$ cat config.mk
export PLATFORM = sky130hd
export DESIGN_NAME = min_max_stretch_to_grey8_unit
export DESIGN_NICKNAME = d
export VERILOG_FILES = /design/src/rtl/mmsg8_pkg.sv /design/src/rtl/mmsg8_front.sv /design/src/rtl/mmsg8_queue.sv /design/src/rtl/mmsg8_back.sv /design/src/rtl/min_max_stretch_to_grey8_unit.sv
export SDC_FILE = /design/constraint.sdc
export NUM_CORES = 1
export LEC_CHECK = 0
export ABC_CLOCK_PERIOD_IN_PS = 7400
export BUFFER_PORTS_ARGS = -buffer_cell sky130_fd_sc_hd__buf_2
export CORE_MARGIN = 2
export CORE_UTILIZATION = 58
export DETAILED_ROUTE_END_ITERATION = 8
export GPL_TIMING_DRIVEN = 0
export PLACE_DENSITY_LB_ADDON = 0.08
export RECOVER_POWER = 50
export SLEW_MARGIN = 20
export SYNTH_ARGS = -nofsm -noshare
export SYNTH_HDL_FRONTEND = slang
export SYNTH_SLANG_ARGS = --single-unit
$ cat constraint.sdc
create_clock -name clk -period 7.4 [get_ports clk]
set_clock_uncertainty 0.15 [all_clocks]
set_input_delay 1.48 -clock clk [delete_from_list [all_inputs] [get_ports clk]]
set_output_delay 1.48 -clock clk [all_outputs]
set_load 0.01 [all_outputs]
$ cat src/rtl/mmsg8_pkg.sv
// Shared types, constants and the sample decoder for the min/max grey stretch unit.
`default_nettype none
package mmsg8_pkg;

    localparam int SAMPLE_WIDTH = 32;

    // Signed working width of a decoded sample, min and max.
    localparam int VAL_W  = 33;
    // Differences of two values.
    localparam int DIFF_W = VAL_W + 1;
    // Dividend diff*255 and the shifted divisor of the restoring divider.
    localparam int NUM_W  = VAL_W + 8;
    localparam int QUOT_W = 8;
    localparam int STEP_W = $clog2(QUOT_W);

    localparam int QUEUE_DEPTH = 2;
    localparam int QPTR_W      = $clog2(QUEUE_DEPTH);
    localparam int QCNT_W      = $clog2(QUEUE_DEPTH + 1);

    localparam int FMT_W = 3;
    localparam logic [FMT_W-1:0] FMT_INT8   = 3'd0;
    localparam logic [FMT_W-1:0] FMT_UINT8  = 3'd1;
    localparam logic [FMT_W-1:0] FMT_INT16  = 3'd2;
    localparam logic [FMT_W-1:0] FMT_UINT16 = 3'd3;
    localparam logic [FMT_W-1:0] FMT_INT32  = 3'd4;
    localparam logic [FMT_W-1:0] FMT_RESET  = FMT_UINT8;

    localparam logic OP_MEASURE = 1'b0;
    localparam logic OP_MAP     = 1'b1;

    localparam logic [QUOT_W-1:0] GREY_MIN = 8'd0;
    localparam logic [QUOT_W-1:0] GREY_MAX = 8'd255;

    // Format widths, clipped to the sample width.
    localparam logic [5:0] W8  = 6'((SAMPLE_WIDTH < 8)  ? SAMPLE_WIDTH : 8);
    localparam logic [5:0] W16 = 6'((SAMPLE_WIDTH < 16) ? SAMPLE_WIDTH : 16);
    localparam logic [5:0] W32 = 6'((SAMPLE_WIDTH < 32) ? SAMPLE_WIDTH : 32);

    typedef struct packed {
        logic                    is_map;
        logic                    first;
        logic signed [VAL_W-1:0] value;
    } item_t;

    function automatic logic signed [VAL_W-1:0] decode_sample(
        input logic [31:0]      bits,
        input logic [FMT_W-1:0] fmt
    );
        logic [5:0]       w;
        logic             sgn;
        logic             neg;
        logic [32:0]      bits_ext;
        logic [VAL_W-1:0] v;
        case (fmt)
            FMT_INT8:
            begin
                w   = W8;
                sgn = 1'b1;
            end
            FMT_UINT8:
            begin
                w   = W8;
                sgn = 1'b0;
            end
            FMT_INT16:
            begin
                w   = W16;
                sgn = 1'b1;
            end
            FMT_UINT16:
            begin
                w   = W16;
                sgn = 1'b0;
            end
            FMT_INT32:
            begin
                w   = W32;
                sgn = 1'b1;
            end
            default:
            begin
                w   = W32;
                sgn = 1'b0;
            end
        endcase
        bits_ext = {1'b0, bits};
        neg = sgn & bits_ext[w - 6'd1];
        for (int i = 0; i < VAL_W; i++)
        begin
            if (i < w)
            begin
                v[i] = bits_ext[i];
            end
            else
            begin
                v[i] = neg;
            end
        end
        return $signed(v);
    endfunction

endpackage
`default_nettype wire

$ cat src/rtl/mmsg8_front.sv
// Front end: format register, sample decode and push of classified beats into the queue.
`default_nettype none
module mmsg8_front (
    input  wire logic                         clk,
    input  wire logic                         rst_n,
    input  wire logic                         cfg_wr_en,
    input  wire logic [mmsg8_pkg::FMT_W-1:0]  cfg_wr_data,
    input  wire logic                         in_valid,
    output logic                              in_ready,
    input  wire logic                         op,
    input  wire logic [31:0]                  sample_bits,
    input  wire logic                         first,
    input  wire logic                         q_full,
    output logic                              push,
    output mmsg8_pkg::item_t                  push_item
);

    logic [mmsg8_pkg::FMT_W-1:0] fmt_reg;

    always_ff @(posedge clk or negedge rst_n)
    begin
        if (!rst_n)
        begin
            fmt_reg <= mmsg8_pkg::FMT_RESET;
        end
        else if (cfg_wr_en)
        begin
            fmt_reg <= cfg_wr_data;
        end
    end

    assign in_ready = !q_full;
    assign push     = in_valid && !q_full;

    always_comb
    begin
        push_item.is_map = (op == mmsg8_pkg::OP_MAP);
        push_item.first  = first;
        push_item.value  = mmsg8_pkg::decode_sample(sample_bits, fmt_reg);
    end

endmodule
`default_nettype wire

$ cat src/rtl/mmsg8_queue.sv
// Short in-order queue of classified beats between front end and back end.
`default_nettype none
module mmsg8_queue (
    input  wire logic              clk,
    input  wire logic              rst_n,
    input  wire logic              push,
    input  wire mmsg8_pkg::item_t  push_item,
    output logic                   full,
    input  wire logic              pop,
    output logic                   head_valid,
    output mmsg8_pkg::item_t       head_item
);

    mmsg8_pkg::item_t                    entry_reg [mmsg8_pkg::QUEUE_DEPTH];
    logic [mmsg8_pkg::QPTR_W-1:0]        wr_ptr_reg, wr_ptr_next;
    logic [mmsg8_pkg::QPTR_W-1:0]        rd_ptr_reg, rd_ptr_next;
    logic [mmsg8_pkg::QCNT_W-1:0]        count_reg, count_next;

    localparam logic [mmsg8_pkg::QPTR_W-1:0] LAST =
        mmsg8_pkg::QPTR_W'(mmsg8_pkg::QUEUE_DEPTH - 1);
    localparam logic [mmsg8_pkg::QCNT_W-1:0] CNT_FULL =
        mmsg8_pkg::QCNT_W'(mmsg8_pkg::QUEUE_DEPTH);

    assign full       = (count_reg == CNT_FULL);
    assign head_valid = (count_reg != '0);
    assign head_item  = entry_reg[rd_ptr_reg];

    always_comb
    begin
        wr_ptr_next = wr_ptr_reg;
        rd_ptr_next = rd_ptr_reg;
        count_next  = count_reg;
        if (push)
        begin
            wr_ptr_next = (wr_ptr_reg == LAST) ? '0 : wr_ptr_reg + 1'b1;
        end
        if (pop)
        begin
            rd_ptr_next = (rd_ptr_reg == LAST) ? '0 : rd_ptr_reg + 1'b1;
        end
        if (push && !pop)
        begin
            count_next = count_reg + 1'b1;
        end
        else if (pop && !push)
        begin
            count_next = count_reg - 1'b1;
        end
    end

    always_ff @(posedge clk or negedge rst_n)
    begin
        if (!rst_n)
        begin
            wr_ptr_reg <= '0;
            rd_ptr_reg <= '0;
            count_reg  <= '0;
        end
        else
        begin
            wr_ptr_reg <= wr_ptr_next;
            rd_ptr_reg <= rd_ptr_next;
            count_reg  <= count_next;
        end
    end

    always_ff @(posedge clk)
    begin
        if (push)
        begin
            entry_reg[wr_ptr_reg] <= push_item;
        end
    end

    a_no_push_full: assert property (@(posedge clk) disable iff (!rst_n)
        !(push && full))
        else $error("queue push while full");

    a_no_pop_empty: assert property (@(posedge clk) disable iff (!rst_n)
        !(pop && !head_valid))
        else $error("queue pop while empty");

    a_count_bound: assert property (@(posedge clk) disable iff (!rst_n)
        count_reg <= CNT_FULL)
        else $error("queue count beyond depth");

endmodule
`default_nettype wire

$ cat src/rtl/mmsg8_back.sv
// Back end: running min/max update, range setup, restoring divider and output register.
`default_nettype none
module mmsg8_back (
    input  wire logic                          clk,
    input  wire logic                          rst_n,
    input  wire logic                          head_valid,
    input  wire mmsg8_pkg::item_t              head_item,
    output logic                               pop,
    output logic                               out_valid,
    input  wire logic                          out_ready,
    output logic [mmsg8_pkg::QUOT_W-1:0]       grey
);

    typedef enum logic [3:0] {
        S_IDLE = 4'b0001,
        S_PREP = 4'b0010,
        S_DIV  = 4'b0100,
        S_DONE = 4'b1000
    } back_state_t;

    back_state_t                               state_reg, state_next;
    logic signed [mmsg8_pkg::VAL_W-1:0]        min_reg, min_next;
    logic signed [mmsg8_pkg::VAL_W-1:0]        max_reg, max_next;
    logic signed [mmsg8_pkg::VAL_W-1:0]        sample_reg, sample_next;
    logic [mmsg8_pkg::NUM_W-1:0]               num_reg, num_next;
    logic [mmsg8_pkg::NUM_W-1:0]               den_reg, den_next;
    logic [mmsg8_pkg::QUOT_W-1:0]              quot_reg, quot_next;
    logic [mmsg8_pkg::STEP_W-1:0]              step_reg, step_next;
    logic                                      out_valid_reg, out_valid_next;
    logic [mmsg8_pkg::QUOT_W-1:0]              grey_reg, grey_next;

    logic signed [mmsg8_pkg::DIFF_W-1:0]       diff;
    logic signed [mmsg8_pkg::DIFF_W-1:0]       span;
    logic                                      take;

    assign diff = mmsg8_pkg::DIFF_W'(sample_reg) - mmsg8_pkg::DIFF_W'(min_reg);
    assign span = mmsg8_pkg::DIFF_W'(max_reg) - mmsg8_pkg::DIFF_W'(min_reg);
    assign take = (num_reg >= den_reg);

    assign out_valid = out_valid_reg;
    assign grey      = grey_reg;

    always_comb
    begin
        state_next     = state_reg;
        min_next       = min_reg;
        max_next       = max_reg;
        sample_next    = sample_reg;
        num_next       = num_reg;
        den_next       = den_reg;
        quot_next      = quot_reg;
        step_next      = step_reg;
        grey_next      = grey_reg;
        out_valid_next = out_valid_reg && !out_ready;
        pop            = 1'b0;
        case (state_reg)
            S_IDLE:
            begin
                if (head_valid)
                begin
                    pop = 1'b1;
                    if (head_item.is_map)
                    begin
                        sample_next = head_item.value;
                        state_next  = S_PREP;
                    end
                    else if (head_item.first)
                    begin
                        min_next = head_item.value;
                        max_next = head_item.value;
                    end
                    else if (head_item.value > max_reg)
                    begin
                        max_next = head_item.value;
                    end
                    else if (head_item.value < min_reg)
                    begin
                        min_next = head_item.value;
                    end
                end
            end
            S_PREP:
            begin
                // Saturate empty range, below-min and above-max cases without dividing.
                if (span[mmsg8_pkg::DIFF_W-1] || span == '0 ||
                    diff[mmsg8_pkg::DIFF_W-1] || diff == '0)
                begin
                    quot_next  = mmsg8_pkg::GREY_MIN;
                    state_next = S_DONE;
                end
                else if (diff >= span)
                begin
                    quot_next  = mmsg8_pkg::GREY_MAX;
                    state_next = S_DONE;
                end
                else
                begin
                    // diff*255 as (diff << 8) - diff; divisor starts at range << 7.
                    num_next   = {diff[mmsg8_pkg::VAL_W-1:0], 8'd0}
                               - {8'd0, diff[mmsg8_pkg::VAL_W-1:0]};
                    den_next   = {1'b0, span[mmsg8_pkg::VAL_W-1:0], 7'd0};
                    quot_next  = '0;
                    step_next  = '0;
                    state_next = S_DIV;
                end
            end
            S_DIV:
            begin
                if (take)
                begin
                    num_next = num_reg - den_reg;
                end
                quot_next = {quot_reg[mmsg8_pkg::QUOT_W-2:0], take};
                den_next  = den_reg >> 1;
                step_next = step_reg + 1'b1;
                if (step_reg == mmsg8_pkg::STEP_W'(mmsg8_pkg::QUOT_W - 1))
                begin
                    state_next = S_DONE;
                end
            end
            S_DONE:
            begin
                // Load the output register once the previous beat has left.
                if (!out_valid_reg || out_ready)
                begin
                    out_valid_next = 1'b1;
                    grey_next      = quot_reg;
                    state_next     = S_IDLE;
                end
            end
            default:
            begin
                state_next = S_IDLE;
            end
        endcase
    end

    always_ff @(posedge clk or negedge rst_n)
    begin
        if (!rst_n)
        begin
            state_reg     <= S_IDLE;
            min_reg       <= '0;
            max_reg       <= '0;
            step_reg      <= '0;
            out_valid_reg <= 1'b0;
        end
        else
        begin
            state_reg     <= state_next;
            min_reg       <= min_next;
            max_reg       <= max_next;
            step_reg      <= step_next;
            out_valid_reg <= out_valid_next;
        end
    end

    always_ff @(posedge clk)
    begin
        sample_reg <= sample_next;
        num_reg    <= num_next;
        den_reg    <= den_next;
        quot_reg   <= quot_next;
        grey_reg   <= grey_next;
    end

    a_div_remainder: assert property (@(posedge clk) disable iff (!rst_n)
        (state_reg == S_DIV) |-> ({1'b0, num_reg} < {den_reg, 1'b0}))
        else $error("divider remainder out of bound");

    a_out_from_done: assert property (@(posedge clk) disable iff (!rst_n)
        $rose(out_valid_reg) |-> $past(state_reg == S_DONE))
        else $error("output loaded outside done state");

    a_pop_idle_only: assert property (@(posedge clk) disable iff (!rst_n)
        pop |-> (state_reg == S_IDLE))
        else $error("queue popped while busy");

endmodule
`default_nettype wire

$ cat src/rtl/min_max_stretch_to_grey8_unit.sv
// Top level of the min/max contrast stretch to 8-bit grey.
`default_nettype none
// Measure beats fold a decoded sample into the running minimum and maximum (first restarts
// both); map beats return floor((sample - min) * 255 / (max - min)), 0 for an empty range or
// a sample at or below min, 255 at or above max. A two-beat queue sits between the decode
// front end and the back end, so input beats keep flowing while the back end works, as long
// as the queue is not full. In the back end a measure beat is folded in as it is taken from
// the queue; a map beat is taken from the queue, then range and difference are formed, then
// eight steps of the restoring divider produce one quotient bit each, and then the output
// register is loaded once the previous result has left. Saturated map beats skip the
// divider. sample_format must be written while the unit is idle; it applies to beats accepted after the write.
module min_max_stretch_to_grey8_unit (
    input  wire logic                          clk,
    input  wire logic                          rst_n,
    input  wire logic                          cfg_wr_en,
    input  wire logic [mmsg8_pkg::FMT_W-1:0]   cfg_wr_data,
    input  wire logic                          in_valid,
    output logic                               in_ready,
    input  wire logic                          op,
    input  wire logic [31:0]                   sample_bits,
    input  wire logic                          first,
    output logic                               out_valid,
    input  wire logic                          out_ready,
    output logic [7:0]                         grey
);

    logic             q_full;
    logic             push;
    mmsg8_pkg::item_t push_item;
    logic             pop;
    logic             head_valid;
    mmsg8_pkg::item_t head_item;

    mmsg8_front u_front (
        .clk         (clk),
        .rst_n       (rst_n),
        .cfg_wr_en   (cfg_wr_en),
        .cfg_wr_data (cfg_wr_data),
        .in_valid    (in_valid),
        .in_ready    (in_ready),
        .op          (op),
        .sample_bits (sample_bits),
        .first       (first),
        .q_full      (q_full),
        .push        (push),
        .push_item   (push_item)
    );

    mmsg8_queue u_queue (
        .clk        (clk),
        .rst_n      (rst_n),
        .push       (push),
        .push_item  (push_item),
        .full       (q_full),
        .pop        (pop),
        .head_valid (head_valid),
        .head_item  (head_item)
    );

    mmsg8_back u_back (
        .clk        (clk),
        .rst_n      (rst_n),
        .head_valid (head_valid),
        .head_item  (head_item),
        .pop        (pop),
        .out_valid  (out_valid),
        .out_ready  (out_ready),
        .grey       (grey)
    );

endmodule
`default_nettype wire
==> results of run 1 <==
## synthesized netlist by cell type (all sizes together), types with 5 or more instances
library cell  number
a2111oi            9
a211oi            28
a21boi            13
a21o              84
a21oi            191
a311oi             6
a31o               5
a31oi             16
and2              13
and3              26
and4               6
buf               27
clkbuf            36
dfrtp             79
edfxtp           200
ha               231
inv              194
mux2             101
mux2i              8
nand2            195
nand2b            32
nand3             34
nand4             44
nor2             128
nor2b             28
nor3              42
nor3b              6
nor4               9
o211ai            18
o21a              32
o21ai            142
o21bai            22
o22ai              6
o31a               5
o31ai             10
o41ai              5
or2               16
or3               15
xnor2             64
xor2              42
## critical path, cell delays in order (launching register included)
cell and delay (ns):
sky130_fd_sc_hd__dfrtp_1 0.45, sky130_fd_sc_hd__inv_1 0.12, sky130_fd_sc_hd__ha_1 0.17, sky130_fd_sc_hd__inv_1 0.05, sky130_fd_sc_hd__fa_1 0.43, sky130_fd_sc_hd__a211oi_1 0.33
sky130_fd_sc_hd__o211ai_2 0.18, sky130_fd_sc_hd__a31o_2 0.29, sky130_fd_sc_hd__a41o_1 0.27, sky130_fd_sc_hd__a21oi_1 0.20, sky130_fd_sc_hd__xor2_1 0.43, sky130_fd_sc_hd__ha_1 0.39
sky130_fd_sc_hd__o21ai_0 0.28, sky130_fd_sc_hd__nor3_1 0.11, sky130_fd_sc_hd__a2111oi_0 0.40, sky130_fd_sc_hd__nand3_1 0.17, sky130_fd_sc_hd__maj3_1 0.39, sky130_fd_sc_hd__or2_2 0.29
sky130_fd_sc_hd__a31oi_2 0.41, sky130_fd_sc_hd__nand3b_4 0.20, sky130_fd_sc_hd__a21oi_4 0.65, sky130_fd_sc_hd__buf_16 0.25
## per-stage QoR
stage	setup WS, ns	area [um2]
after global routing	0.100	23500
after CTS	0.584	23600
after detailed placement	0.613	22500
after floorplan	0.288	21500
after global placement	-1.43	22300
final	0.441	23500
## area by class of cell
class	count	area, um2	area share (%)
flip-flops and latches	281	8040	34.2
well taps	468	586	2.49
clock inverters	18	254	1.08
multi-input cells	1700	12400	53.0
plain buffers	63	263	1.12
inverters	195	732	3.11
repair buffers	52	279	1.19
clock buffers	42	902	3.84
## cell families (layout without fill, tap and decap cells)
| family | Yosys count | count (layout) | synth area share (%) |
|---|---|---|---|
| compound gates | 635 | 635 | 19.5 |
| xor+xnor | 106 | 106 | 4.36 |
| fa+ha+maj | 235 | 235 | 13.8 |
| buf+inv | 258 | 370 | 4.65 |
| flops | 281 | 281 | 37.4 |
| mux | 110 | 110 | 5.78 |
| simple gates | 614 | 614 | 14.4 |
## routing by layer
metal  routed length (um)  vias up  global-route usage, %  part of all wire, %
met4                 1810        0                   9.99                  3.3
met5                    0        -                      0                    0
met2                26200      438                   49.6                   47
li1                     -     8425                      -                    -
met3                 2560      103                   3.34                  4.6
met1                24900     8184                   39.6                   45
## how the worst max path moves through the flow
stage / cells past startpoint / end / startpoint
4_1_cts: 21 / u_back.den_reg[4]$_SDFFCE_PN0P_ / u_back.max_reg[0]$_DFFE_PN0P_
2_1_floorplan: 20 / u_back.den_reg[0]$_SDFFCE_PN0P_ / u_back.max_reg[0]$_DFFE_PN0P_
5_1_grt: 21 / u_back.den_reg[4]$_SDFFCE_PN0P_ / u_back.max_reg[0]$_DFFE_PN0P_
3_3_place_gp: 20 / u_back.den_reg[11]$_DFFE_PP_ / u_back.max_reg[0]$_DFFE_PN0P_
6_report: 21 / u_back.den_reg[0]$_SDFFCE_PN0P_ / u_back.max_reg[0]$_DFFE_PN0P_
3_5_place_dp: 21 / u_back.den_reg[5]$_SDFFCE_PN0P_ / u_back.max_reg[0]$_DFFE_PN0P_
==> impl_table.tex, run 1 <==
\begin{tabular}{lr}
\hline
Metric & Value \\
\hline
\multicolumn{2}{l}{\textbf{Timing}} \\
Worst slew margin relative to its limit & -102\% \\
Summed negative setup slack over all endpoints & 0 ns \\
Final setup vio count & 0 \\
Final period utilization & about 94\% \\
Number of hold violations in the final report & 0 \\
Setup repair after global routing missed its margin & false \\
Tightest Pin Transition & 3.04 ns \\
Maximum clock frequency & 0.144 GHz \\
Worst hold slack after final layout & $\sim$0.28 ns \\
Count of final max-slew check failures & $\sim$110 \\
Post-route minimum period & between 6 and 7 ns \\
\multicolumn{2}{l}{\textbf{Final layout}} \\
Layout cells sized above 1 & 10.2\% \\
Most common library cell in the layout ignoring fill and taps & sky130\_fd\_sc\_hd\_\_ha\_1 \\
Area overhead of the layout relative to synthesis & 9.47\% \\
Layout net count & $\sim$2600 \\
Antenna diode count & 0 \\
Top library cells by usage in the layout, fill and taps aside & sky130\_fd\_sc\_hd\_\_ha\_1 (231), sky130\_fd\_sc\_hd\_\_edfxtp\_1 (200), sky130\_fd\_sc\_hd\_\_nand2\_1 (193) \\
Post-layout instance count excluding filler cells & 2819 \\
End-of-flow core utilization & 64.3\% \\
Largest register FFs & 70 \\
Number of inserted filler cells in the final layout & a little over 3000 \\
\multicolumn{2}{l}{\textbf{Detailed routing}} \\
Number of design rule violations left after detail routing & 0 \\
Via density per instance & around 6 \\
Total wire length after detailed routing & 55500 um \\
Starting DRT DRC Count & 1128 \\
Via count & around 17000 \\
Routed wire per std cell & 19.7 um \\
Routed Antenna Nets & 0 \\
TritonRoute pass-1 iters & 6 \\
\multicolumn{2}{l}{\textbf{Floorplan}} \\
Placeable core area & 36500 um2 \\
Starting density of the core & roughly three fifths \\
Area of the die & approximately 39000 um2 \\
Number of top-level design ports & 52 \\
Die span in y & 196 um \\
DIE WIDTH & 196 um \\
Num rows & 70 \\
\multicolumn{2}{l}{\textbf{Logic synthesis}} \\
Part of the Yosys area used for sequential elements & 37.4\% \\
Cells taking the most area after synthesis & sky130\_fd\_sc\_hd\_\_edfxtp\_1 (28\%), sky130\_fd\_sc\_hd\_\_ha\_1 (13\%), sky130\_fd\_sc\_hd\_\_dfrtp\_1 (9.2\%), sky130\_fd\_sc\_hd\_\_mux2\_2 (5.3\%), sky130\_fd\_sc\_hd\_\_a21oi\_1 (4.3\%) \\
Yosys top cell by area & sky130\_fd\_sc\_hd\_\_edfxtp\_1 \\
YS warnings & 0 \\
Post-synthesis instance total & 2239 \\
Seq cells post-synth & $\sim$280 \\
Number of distinct library cells after synthesis & between 100 and 150 \\
Top flip-flop cell by instance count after synthesis & sky130\_fd\_sc\_hd\_\_edfxtp\_1 \\
Per-instance average area after synthesis & between 9 and 10 um2 \\
Mapped cell area & 21500 um2 \\
EDFF count, synth & 200 \\
Area fraction of the dominant cell type after synthesis & 28.0\% \\
Syn nets & 2515 \\
Async set-reset flop share out of synthesis & 28.8\% \\
\multicolumn{2}{l}{\textbf{Clocking}} \\
CTS hold repair buffers & 0 \\
Clock latency on the worst-skew pair & 0.56 ns \\
Clock tree root driver cell & sky130\_fd\_sc\_hd\_\_clkbuf\_16 \\
Buffer depth of the longest clock path & 3 \\
CTS tree & yes \\
Number of clock sinks seen by CTS & between 200 and 300 \\
H-Tree Level Count & 2 \\
Clk pin slew, worst setup/hold paths & around 0.06 ns \\
\# Post-CTS Setup Buffers & 0 \\
Num CTS Buffers & 34 \\
CTS resizes & 0 \\
\multicolumn{2}{l}{\textbf{Worst setup path}} \\
Worst R2R End & u\_back.den\_reg[0]\$\_SDFFCE\_PN0P\_ \\
Internal reg-to-reg setup slack & approximately 0.44 ns \\
Startpoint of the most critical register-to-register path & u\_back.max\_reg[0]\$\_DFFE\_PN0P\_ \\
Type of the worst setup path & reg -> reg \\
CP endpoint kind & register \\
Arrival @ worst endpoint & 7.06 ns \\
Critical path fanouts, max & 21 \\
Kind of start point of the critical path & register \\
Worst reg-to-reg path cell count & 21 \\
Crit path required time & between 7 and 8 ns \\
\multicolumn{2}{l}{\textbf{GRT}} \\
Total global routing track utilization & 29.4\% \\
GRT overflow & 0 \\
Maximum number of pins on one net before global-route repair & 55 \\
First-pass GRT wire length & between 80000 and 90000 um \\
Via count of the first global-routing pass & 17100 \\
Initial antenna violation count & 0 \\
\multicolumn{2}{l}{\textbf{Placement}} \\
Input/output buffers & 44 \\
Post-DP HPWL & 43800 um \\
Placer Congestion & 0.963 \\
Number of placed instances with taps included & 2759 \\
\multicolumn{2}{l}{\textbf{Worst hold path}} \\
Hold path startpoint & u\_back.quot\_reg[7]\$\_DFFE\_PP\_ \\
WHS Path Cells & 0 \\
Hold/Removal Path Class & reg -> reg \\
Hold worst-path end & u\_back.grey[7]\$\_DFFE\_PP\_ \\
\multicolumn{2}{l}{\textbf{Run status}} \\
Violated checks & capacitance limit, slew limit \\
Outcome & finished, violations left \\
\multicolumn{2}{l}{\textbf{Run}} \\
Max\_cap viols & 4 \\
\hline
\end{tabular}
Power of run 1 is not shown: default switching activity piles up to over one toggle a cycle in this logic, so the estimate is an artifact.
==> run 2, diff against run 1 <==
--- a/config.mk
+++ b/config.mk
@@ -5,10 +5,11 @@
 export SDC_FILE = /design/constraint.sdc
 export NUM_CORES = 1
 export LEC_CHECK = 0
-export ABC_CLOCK_PERIOD_IN_PS = 7400
+export ABC_CLOCK_PERIOD_IN_PS = 7500
 export BUFFER_PORTS_ARGS = -buffer_cell sky130_fd_sc_hd__buf_2
+export CAP_MARGIN = 20
 export CORE_MARGIN = 2
-export CORE_UTILIZATION = 58
+export CORE_UTILIZATION = 64
 export DETAILED_ROUTE_END_ITERATION = 8
 export GPL_TIMING_DRIVEN = 0
 export PLACE_DENSITY_LB_ADDON = 0.08
==> constraint.sdc (replaced) <==
create_clock -name clk -period 7.5 [get_ports clk]
set_clock_uncertainty 0.15 [all_clocks]
set_input_delay 0.375 -clock clk [delete_from_list [all_inputs] [get_ports clk]]
set_output_delay 0.375 -clock clk [all_outputs]
set_load 0.01 [all_outputs]
==> run 2 against run 1 <==
Compared with the run above:
- the flow still finishes with violations (capacitance limit, slew limit)
- critical path depth up 1
- sequential share of layout area down 0.48 points
- sequential cell count unchanged
- final area up 1.4%
- maximum frequency up 0.74%
- global-route usage up 2.5 points
- non-clock buffer count up 35
- worst setup slack better by 0.15 ns
- register-to-register slack better by 0.15 ns
- wire length up 1.7%
- first-iteration DRC count up 13%
- critical endpoint is now u_back.den_reg[9]$_DFFE_PP_
- largest cell class unchanged
==> impl_table.tex, run 2 (synthesis gave the netlist of run 1 again) <==
\begin{tabular}{lr}
\hline
Metric & Value \\
\hline
\multicolumn{2}{l}{\textbf{GRT}} \\
First-pass GRT wire length & approximately 89000 um \\
Maximum number of pins on one net before global-route repair & 56 \\
Initial antenna violation count & 0 \\
Total global routing track utilization & 31.9\% \\
Via count of the first global-routing pass & between 15000 and 20000 \\
GRT overflow & 0 \\
\multicolumn{2}{l}{\textbf{Timing}} \\
Min setup slack post-route & 0.591 ns \\
Final setup vio count & 0 \\
Tightest Pin Transition & 3.07 ns \\
Setup repair after global routing missed its margin & false \\
Summed negative setup slack over all endpoints & 0 ns \\
Number of hold violations in the final report & 0 \\
Worst slew margin relative to its limit & -105\% \\
Final period utilization & 92.1\% \\
Count of final max-slew check failures & $\sim$150 \\
Post-route minimum period & 6.91 ns \\
Maximum clock frequency & 0.145 GHz \\
\multicolumn{2}{l}{\textbf{Worst hold path}} \\
WHS Path Cells & 3 \\
Hold/Removal Path Class & in -> reg \\
\multicolumn{2}{l}{\textbf{Detailed routing}} \\
Starting DRT DRC Count & roughly 1300 \\
Via count & 17600 \\
TritonRoute pass-1 iters & 6 \\
Number of design rule violations left after detail routing & 0 \\
Via density per instance & about 6.2 \\
Total wire length after detailed routing & 56500 um \\
Routed Antenna Nets & 0 \\
Routed wire per std cell & 19.9 um \\
\multicolumn{2}{l}{\textbf{Floorplan}} \\
Starting density of the core & 64.5\% \\
Area of the die & between 30000 and 40000 um2 \\
Number of top-level design ports & 52 \\
DIE WIDTH & roughly 190 um \\
Placeable core area & 33300 um2 \\
Num rows & 67 \\
Die span in y & $\sim$190 um \\
\multicolumn{2}{l}{\textbf{Worst setup path}} \\
Type of the worst setup path & reg -> reg \\
Internal reg-to-reg setup slack & 0.59 ns \\
Crit path required time & 7.63 ns \\
Worst R2R End & u\_back.den\_reg[9]\$\_DFFE\_PP\_ \\
Startpoint of the most critical register-to-register path & u\_back.min\_reg[1]\$\_DFFE\_PN0P\_ \\
Arrival @ worst endpoint & 7.04 ns \\
CP Capture Point & u\_back.den\_reg[9]\$\_DFFE\_PP\_ \\
Worst reg-to-reg path cell count & 22 \\
CP endpoint kind & register \\
Kind of start point of the critical path & register \\
Critical path fanouts, max & 23 \\
Critical path launch point & u\_back.min\_reg[1]\$\_DFFE\_PN0P\_ \\
\multicolumn{2}{l}{\textbf{Clocking}} \\
CTS tree & yes \\
Clk pin slew, worst setup/hold paths & 0.06 ns \\
H-Tree Level Count & 1 \\
\# Post-CTS Setup Buffers & 0 \\
Number of clock sinks seen by CTS & $\sim$280 \\
Clock latency on the worst-skew pair & 0.58 ns \\
Buffer depth of the longest clock path & 3 \\
Clock tree root driver cell & sky130\_fd\_sc\_hd\_\_clkbuf\_16 \\
Num CTS Buffers & 31 \\
\multicolumn{2}{l}{\textbf{Final layout}} \\
Number of inserted filler cells in the final layout & 2503 \\
Area overhead of the layout relative to synthesis & 11.0\% \\
Layout cells sized above 1 & around 10\% \\
Most common library cell in the layout ignoring fill and taps & sky130\_fd\_sc\_hd\_\_ha\_1 \\
Top library cells by usage in the layout, fill and taps aside & sky130\_fd\_sc\_hd\_\_ha\_1 (231), sky130\_fd\_sc\_hd\_\_edfxtp\_1 (200), sky130\_fd\_sc\_hd\_\_nand2\_1 (193) \\
Layout net count & 2635 \\
Antenna diode count & 0 \\
Largest register FFs & 70 \\
\multicolumn{2}{l}{\textbf{Run status}} \\
Outcome & finished, violations left \\
Violated checks & capacitance limit, slew limit \\
\multicolumn{2}{l}{\textbf{Placement}} \\
Setup slack at placement & 0.857 ns \\
Placer Congestion & 0.933 \\
Input/output buffers & 44 \\
Post-DP HPWL & between 40000 and 50000 um \\
\multicolumn{2}{l}{\textbf{Run}} \\
Max\_cap viols & 4 \\
\hline
\end{tabular}
## run 2: cell count changes in the layout (fill, tap and decap cells not counted), sizes merged
cell / previous run / this run
dlygate4sd3: 0 / 35
clkinv: 11 / 5
buf: 55 / 57
bufinv: 5 / 7
inv: 195 / 197
clkbuf: 102 / 101
clkinvlp: 2 / 1
## run 2: area by class of cell
class	count	area [um2]	share of cell area (%)
tap	448	561	2.35
buffer	63	263	1.10
multi-input combinational	1700	12400	52.2
timing repair buffer	87	647	2.71
clock inverter	15	278	1.17
inverter	195	732	3.07
sequential	281	8040	33.7
clock buffer	43	871	3.65
## run 2: per-layer routing
metal / track usage [%] / up-vias / wire length, um
met5: 0 / - / 0
met4: 14.8 / 0 / 2700
met3: 3.28 / 136 / 3020
met2: 53.6 / 557 / 26500
met1: 41.8 / 8401 / 24200
li1: - / 8493 / -
## run 2: through the flow
stage | hold WS, ns | cell area (um2) | utilization [%] | std cells
CTS | 0.00891 | 23900 | 71.9 | 2832
global placement | 0.255 | 22200 | 66.8 | 2731
floorplan | -0.0706 | 21500 | - | 2239
finish | 0.0312 | 23800 | 71.6 | 2832
global route | 0.0448 | 23800 | 71.6 | 2832
detailed placement | 0.184 | 22400 | 67.4 | 2739
## run 2: worst min-delay path by stage
| stage | end | slack [ns] | from |
|---|---|---|---|
| final | u_queue.entry_reg[1][17]$_DFFE_PP_ | 0.03 | sample_bits[17] |
| after global routing | u_queue.entry_reg[1][21]$_DFFE_PP_ | 0.04 | sample_bits[21] |
| after CTS | u_queue.entry_reg[1][17]$_DFFE_PP_ | 0.009 | sample_bits[17] |
| after detailed placement | u_back.min_reg[3]$_DFFE_PN0P_ | 0.18 | rst_n |
| after global placement | u_back.grey[7]$_DFFE_PP_ | 0.25 | u_back.quot_reg[7]$_DFFE_PP_ |
| after floorplan | u_back.max_reg[0]$_DFFE_PN0P_ | -0.07 | rst_n |
## run 2: what timing repair did
action                    in CTS  in global routing
hold endpoints to repair     136                  0
hold buffers                  35                  0
gates resized for setup        0                  0
## run 2: critical path, cell delays in order, from the launching register on
cell and delay [ns]:
sky130_fd_sc_hd__dfrtp_1 0.41, sky130_fd_sc_hd__inv_1 0.20, sky130_fd_sc_hd__ha_1 0.27, sky130_fd_sc_hd__nor2b_1 0.15
sky130_fd_sc_hd__o31ai_1 0.47, sky130_fd_sc_hd__a21boi_2 0.15, sky130_fd_sc_hd__o21ai_1 0.25, sky130_fd_sc_hd__a21oi_1 0.11
sky130_fd_sc_hd__a311oi_1 0.85, sky130_fd_sc_hd__inv_1 0.11, sky130_fd_sc_hd__ha_1 0.37, sky130_fd_sc_hd__nand3_1 0.09
sky130_fd_sc_hd__nor2_1 0.05, sky130_fd_sc_hd__o21ai_0 0.11, sky130_fd_sc_hd__nor3_1 0.10, sky130_fd_sc_hd__a2111oi_0 0.41
sky130_fd_sc_hd__nand3_1 0.19, sky130_fd_sc_hd__maj3_1 0.40, sky130_fd_sc_hd__or2_2 0.29, sky130_fd_sc_hd__a31oi_2 0.41
sky130_fd_sc_hd__nand3b_4 0.19, sky130_fd_sc_hd__a21oi_4 0.60, sky130_fd_sc_hd__buf_16 0.25
Power of run 2 is left out for the same reason.
